==> config.mk <==
export PLATFORM = sky130hd
export DESIGN_NAME = lrad_ram
export DESIGN_NICKNAME = d
export VERILOG_FILES = /design/src/rtl/lrad_ram.sv
export SDC_FILE = /design/constraint.sdc
export NUM_CORES = 2
export LEC_CHECK = 0
export ABC_AREA = 0
export BUFFER_PORTS_ARGS = -buffer_cell sky130_fd_sc_hd__buf_4
export CORE_MARGIN = 3
export CORE_UTILIZATION = 57
export CTS_BUF_LIST = sky130_fd_sc_hd__clkbuf_16
export DETAILED_ROUTE_END_ITERATION = 10
export GPL_TIMING_DRIVEN = 0
export PLACE_DENSITY = 0.75
export SLEW_MARGIN = 40
export SYNTH_ARGS = -nofsm -noshare
export SYNTH_HDL_FRONTEND = slang
export SYNTH_SLANG_ARGS = --single-unit
==> constraint.sdc <==
create_clock -name clk -period 3.3 [get_ports clk]
set_clock_uncertainty 0.15 [all_clocks]
set_input_delay 0.66 -clock clk [delete_from_list [all_inputs] [get_ports clk]]
set_output_delay 0.66 -clock clk [all_outputs]
set_load 0.02 [all_outputs]
==> src/rtl/lrad_ram.sv <==
// ----------------------------------------------------------------------------
// lrad_ram
// Single-port RAM, one access per cycle, registered read (old data on write).
// ----------------------------------------------------------------------------
`default_nettype none

module lrad_ram #(
    parameter int WIDTH = 16,
    parameter int DEPTH = 256
) (
    input  wire logic                     clk,
    input  wire logic                     we,
    input  wire logic [$clog2(DEPTH)-1:0] addr,
    input  wire logic [WIDTH-1:0]         wdata,
    output logic      [WIDTH-1:0]         rdata
);

    logic [WIDTH-1:0] mem [DEPTH];

    always_ff @(posedge clk)
    begin
        if (we)
        begin
            mem[addr] <= wdata;
        end
        rdata <= mem[addr];
    end

endmodule

`default_nettype wire
== Word level (Yosys, flattened, before mapping) ==
Memory sizes are Yosys's and may differ from the RTL's. A register that Yosys moved wholly into a read port is not among the register bits.
Index checks and enable logic that the tools add are counted.
Word-level totals
  memories kept: 1
  bits in writable memories: 4096
  input bits: 26
  register bits after elaboration: 0
Memories
  mem: words 256, bits a word 16, rd ports 1, clocked after memory_dff 1, write ports 1, RTL line 18  | logic [WIDTH-1:0] mem [DEPTH];
Cells by class
  muxes and demuxes: 2
Operator list (number)
  2-to-1 mux 1 bit: 2

== Depth between registers and ports, before layout ==
  depth in word-level cells: 2
  depth in mapped cells: 10

== Worst setup path after synthesis ==
Ideal clock, no wire load.
  path type: input -> register
  from: in addr[0]
  to: mem mem[145][0] (enable)
  cell stages on the path: 7
  arrival time: 2.949 ns
  setup slack: -0.208 ns
  data required time: 2.741 ns
  buffers on the path: 5
  setup time: 0.409 ns
  cell sequence: clkbuf_1 -> buf_6 -> clkbuf_1 -> buf_2 -> nand2b_1 -> clkbuf_1 -> nor3_1
RTL lines
  from (decl): RTL line 13  | input wire logic [$clog2(DEPTH)-1:0] addr,
  to (decl): RTL line 18
Straight into the memory's write port.

==> reports/summary.txt <==
CELLS AND AREA
--------------------------------------------------------------------------------------
NumNets Final                                                                    7,547
Utilization after layout                                                         67.7%
Post-Layout Inst Area                                                        0.183 mm²
Post-Layout Cell Count                                                          11,446
Ratio of cells with drive above 1 in the final layout                            35.1%
Filler cell count                                                               15,588
Area growth, synth to finish                                                     18.0%

CTS
--------------------------------------------------------------------------------------
H-tree level count                                                                   5
TritonCTS clock tree                                                               yes
Deepest clock path buffer count                                                      4
Clock latency on the worst-skew pair                                            960 ps
CTS buffer count                                                                   402
# clock sinks                                                                    4,112
Clock-pin slew on the worst setup and hold paths                                 70 ps
Clock tree root buffer cell                                               sky130_fd_sc_hd__clkbuf_16

TIMING
--------------------------------------------------------------------------------------
F_max                                                                          277 MHz
Unrepaired setup endpoints after global routing                                    yes
Final critical-path required period                                            3620 ps
Worst slew margin relative to its limit                                          37.3%
Final period util                                                                 110%
Slew Viols, Final                                                                    0
Slew at the pin with the worst max-slew slack                                   940 ps
Final setup viols                                                                  464
Number of hold-slack violations in the final timing report                           0
Crit path setup slack, layout                                                  -316 ps

LOGIC SYNTHESIS
--------------------------------------------------------------------------------------
Summed instance area of the synthesized netlist                              0.155 mm²
Cell count after synthesis                                                       6,727
Seq cells post-synth                                                             4,112
Yosys warning count                                                                  0
Post-synth net total                                                             6,753
Sequential element share of the synthesized area                                 79.4%
Count of unique library cells instantiated by Yosys                                 22
Mean area per synthesized cell                                                23.1 µm²

CRITICAL PATH
--------------------------------------------------------------------------------------
Critical Path Max Stage Delay                                                   740 ps
Cell with the largest stage delay on the worst path                       sky130_fd_sc_hd__nand4_1
Cell-by-cell listing of the critical path                                 buf_2 -> nor2b_1 -> clkbuf_2 -> buf_16 -> buf_8 -> buf_4 -> a22oi_2 -> a21oi_4 -> o41ai_4 -> nand4_1
Crit path DAT                                                                  4010 ps
Startpoint Class                                                             input pin
Crit-path max FO                                                                    14
Sort of element at the end of the critical path                               register
CP top delay family                                                       buffers and inverters
WS Path Type                                                                 in -> reg
Critical path buffer and inverter count                                              5
Crit path required time                                                        3690 ps

POWER
--------------------------------------------------------------------------------------
Switching power                                                                24.1 mW
Switch share                                                                     22.0%
Internal cell power                                                            85.5 mW
Clock Power Share                                                                41.9%
Logic gate share of total power                                                   5.6%
Sequential fraction of design power                                              52.5%
Static Leak                                                                    56.9 nW
Maximum resistive drop on vdd                                                   489 µV
Power density relative to cell area                                         598 mW/mm²

DRT
--------------------------------------------------------------------------------------
Residual DRC count                                                                   0
DRT Pass-1 Iters                                                                     7
Final wirelength                                                                460 mm
DRT iter0 DRCs                                                                  15,000
Routed length per placed instance                                              40.2 µm
Average via count per standard cell                                               7.14
Count of nets left with antenna violations after detail routing                      0
Via total after detailed routing                                                81,743

FLOORPLAN
--------------------------------------------------------------------------------------
Horizontal die dimension                                                        528 µm
Core outline area                                                            0.271 mm²
Count of boundary I/O pins                                                          42
Floorplan row count                                                                191
Effective utilization at floorplan                                               57.3%
Die span in y                                                                   528 µm
Total Die Area                                                               0.279 mm²

PLACED DESIGN
--------------------------------------------------------------------------------------
Post-DP HPWL                                                                    283 mm
Worst setup slack before clock tree synthesis                                 -2520 ps
Post-placement cell count                                                       10,520
Number of buffers inserted by port buffering                                        37
Weighted congestion reported at the end of routability-driven placement           1.02
Dpl cell area                                                                0.166 mm²

GLOBAL ROUTING
--------------------------------------------------------------------------------------
Via count of the first global-routing pass                                      80,969
Maximum number of pins on one net before global-route repair                       101
Global-route wire length before repair                                          637 mm
Total congestion overflow                                                            0
Number of antenna violations at the first check in global routing                   21
Aggregate global-route resource usage                                            33.0%

JOB
--------------------------------------------------------------------------------------
Max-cap violations                                                                   0

HOLD PATH
--------------------------------------------------------------------------------------
HP Class                                                                     in -> reg

OUTCOME
--------------------------------------------------------------------------------------
Run status                                                                finished, violations left
Violations in the final reports                                           negative setup slack

registers in the layout (all words and copies together), names as in the netlist:
name,count
mem,4096
rdata,16
power by group through the flow:
stage	logic [mW]	registers [mW]	clock network, mW
finish	6.15	57.6	45.9
global route	6.25	57.6	47.9
floorplan	2.48	58.7	0
CTS	5.86	57.6	45.8
global placement	5.00	58.8	0
detailed placement	5.54	58.7	0
synthesized netlist by cell type:
master                     instances  area [µm²]
sky130_fd_sc_hd__buf_1            54         203
sky130_fd_sc_hd__nand4_1          16         100
sky130_fd_sc_hd__mux4_2         1024       23100
sky130_fd_sc_hd__o41ai_1          64         561
sky130_fd_sc_hd__a22oi_1         512        3840
sky130_fd_sc_hd__nand2b_1          6        37.5
sky130_fd_sc_hd__edfxtp_1       4096      123000
sky130_fd_sc_hd__nand2_1          28         105
sky130_fd_sc_hd__or2_2             2        12.5
sky130_fd_sc_hd__buf_6            25         282
sky130_fd_sc_hd__dfxtp_1          16         320
sky130_fd_sc_hd__nor2b_1           7        43.8
sky130_fd_sc_hd__nand3_1          13        65.1
sky130_fd_sc_hd__a21oi_1         256        1280
sky130_fd_sc_hd__inv_1             1        3.75
sky130_fd_sc_hd__buf_2            76         380
sky130_fd_sc_hd__or3_1             1        6.26
sky130_fd_sc_hd__and2_1            3        18.8
sky130_fd_sc_hd__clkbuf_1        249         935
sky130_fd_sc_hd__nor3_1           30         150
sky130_fd_sc_hd__nor2_1          232         871
sky130_fd_sc_hd__buf_4            16         120
stage by stage:
stage	hold slack, ps	setup TNS, ps	power (mW)
finish	4.80	-34280	110
global route	14.8	-698	112
CTS	5.32	-4420	109
detailed placement	787	-6392280	64.2
global placement	927	-	63.8
floorplan	609	-276750	61.2
metal layers:
| layer | global-route usage [%] | routed length (µm) |
|---|---|---|
| met2 | 48.6 | 210000 |
| met4 | 19.4 | 33000 |
| met5 | 0 | 46 |
| met1 | 42.8 | 148000 |
| met3 | 11.8 | 68800 |
timing repair:
item | 4_1_cts | 5_1_grt
hold buffers | 11 | 0
gates resized for setup | 375 | 185
buffers inserted | 131 | 23
cloned | 1 | 0
endpoints found under the setup margin | 3501 | 444
pin swaps | 114 | 39
hold endpoints to repair | 122 | 0
final timing paths:
check                           slack (ps)  cells after the start           end         from
worst max-delay path                  -320                     10      rdata[0]      addr[2]
worst min-delay path                     5                      1  mem[164][13]    wdata[13]
worst max register to register        -150                      5      rdata[0]  mem[175][0]
worst min register to register        1080                      5      rdata[9]  mem[202][9]
layout by cell type, fill, tap and decap left out, types with 64 or more instances in the layout:
master / Yosys / routed
sky130_fd_sc_hd__edfxtp_1: 4096 / 4096
sky130_fd_sc_hd__mux4_2: 1024 / 1024
sky130_fd_sc_hd__a22oi_1: 512 / 453
sky130_fd_sc_hd__clkbuf_16: 0 / 410
sky130_fd_sc_hd__nor2_4: 0 / 230
sky130_fd_sc_hd__a21oi_1: 256 / 189
sky130_fd_sc_hd__buf_4: 16 / 165
sky130_fd_sc_hd__buf_12: 0 / 126
sky130_fd_sc_hd__clkbuf_1: 249 / 92
sky130_fd_sc_hd__clkinv_1: 0 / 90
sky130_fd_sc_hd__clkinv_2: 0 / 86
sky130_fd_sc_hd__clkbuf_2: 0 / 83
sky130_fd_sc_hd__buf_2: 76 / 79
sky130_fd_sc_hd__buf_16: 0 / 65
sky130_fd_sc_hd__inv_1: 1 / 64
kinds of logic after synthesis:
family | Yosys count | synth area share [%]
AO/OA/AOI/OAI | 832 | 3.66
buffers and inverters | 421 | 1.24
flip-flops | 4112 | 79.4
multiplexers | 1024 | 14.8
AND/OR/NAND/NOR | 338 | 0.907
area by class of cell:
class | count | area (µm²) | share of cell area [%]
Sequential cell | 4112 | 123000 | 67.3
Multi-Input combinational cell | 2194 | 33600 | 18.3
Buffer | 420 | 2940 | 1.60
Clock inverter | 327 | 2850 | 1.55
Tap cell | 3570 | 4470 | 2.44
Clock buffer | 408 | 10200 | 5.57
Inverter | 1 | 3.75 | 0.00205
Antenna cell | 24 | 60.1 | 0.0328
Timing Repair Buffer | 390 | 5960 | 3.25
No activity file was read; power rests on OpenSTA's default activity.
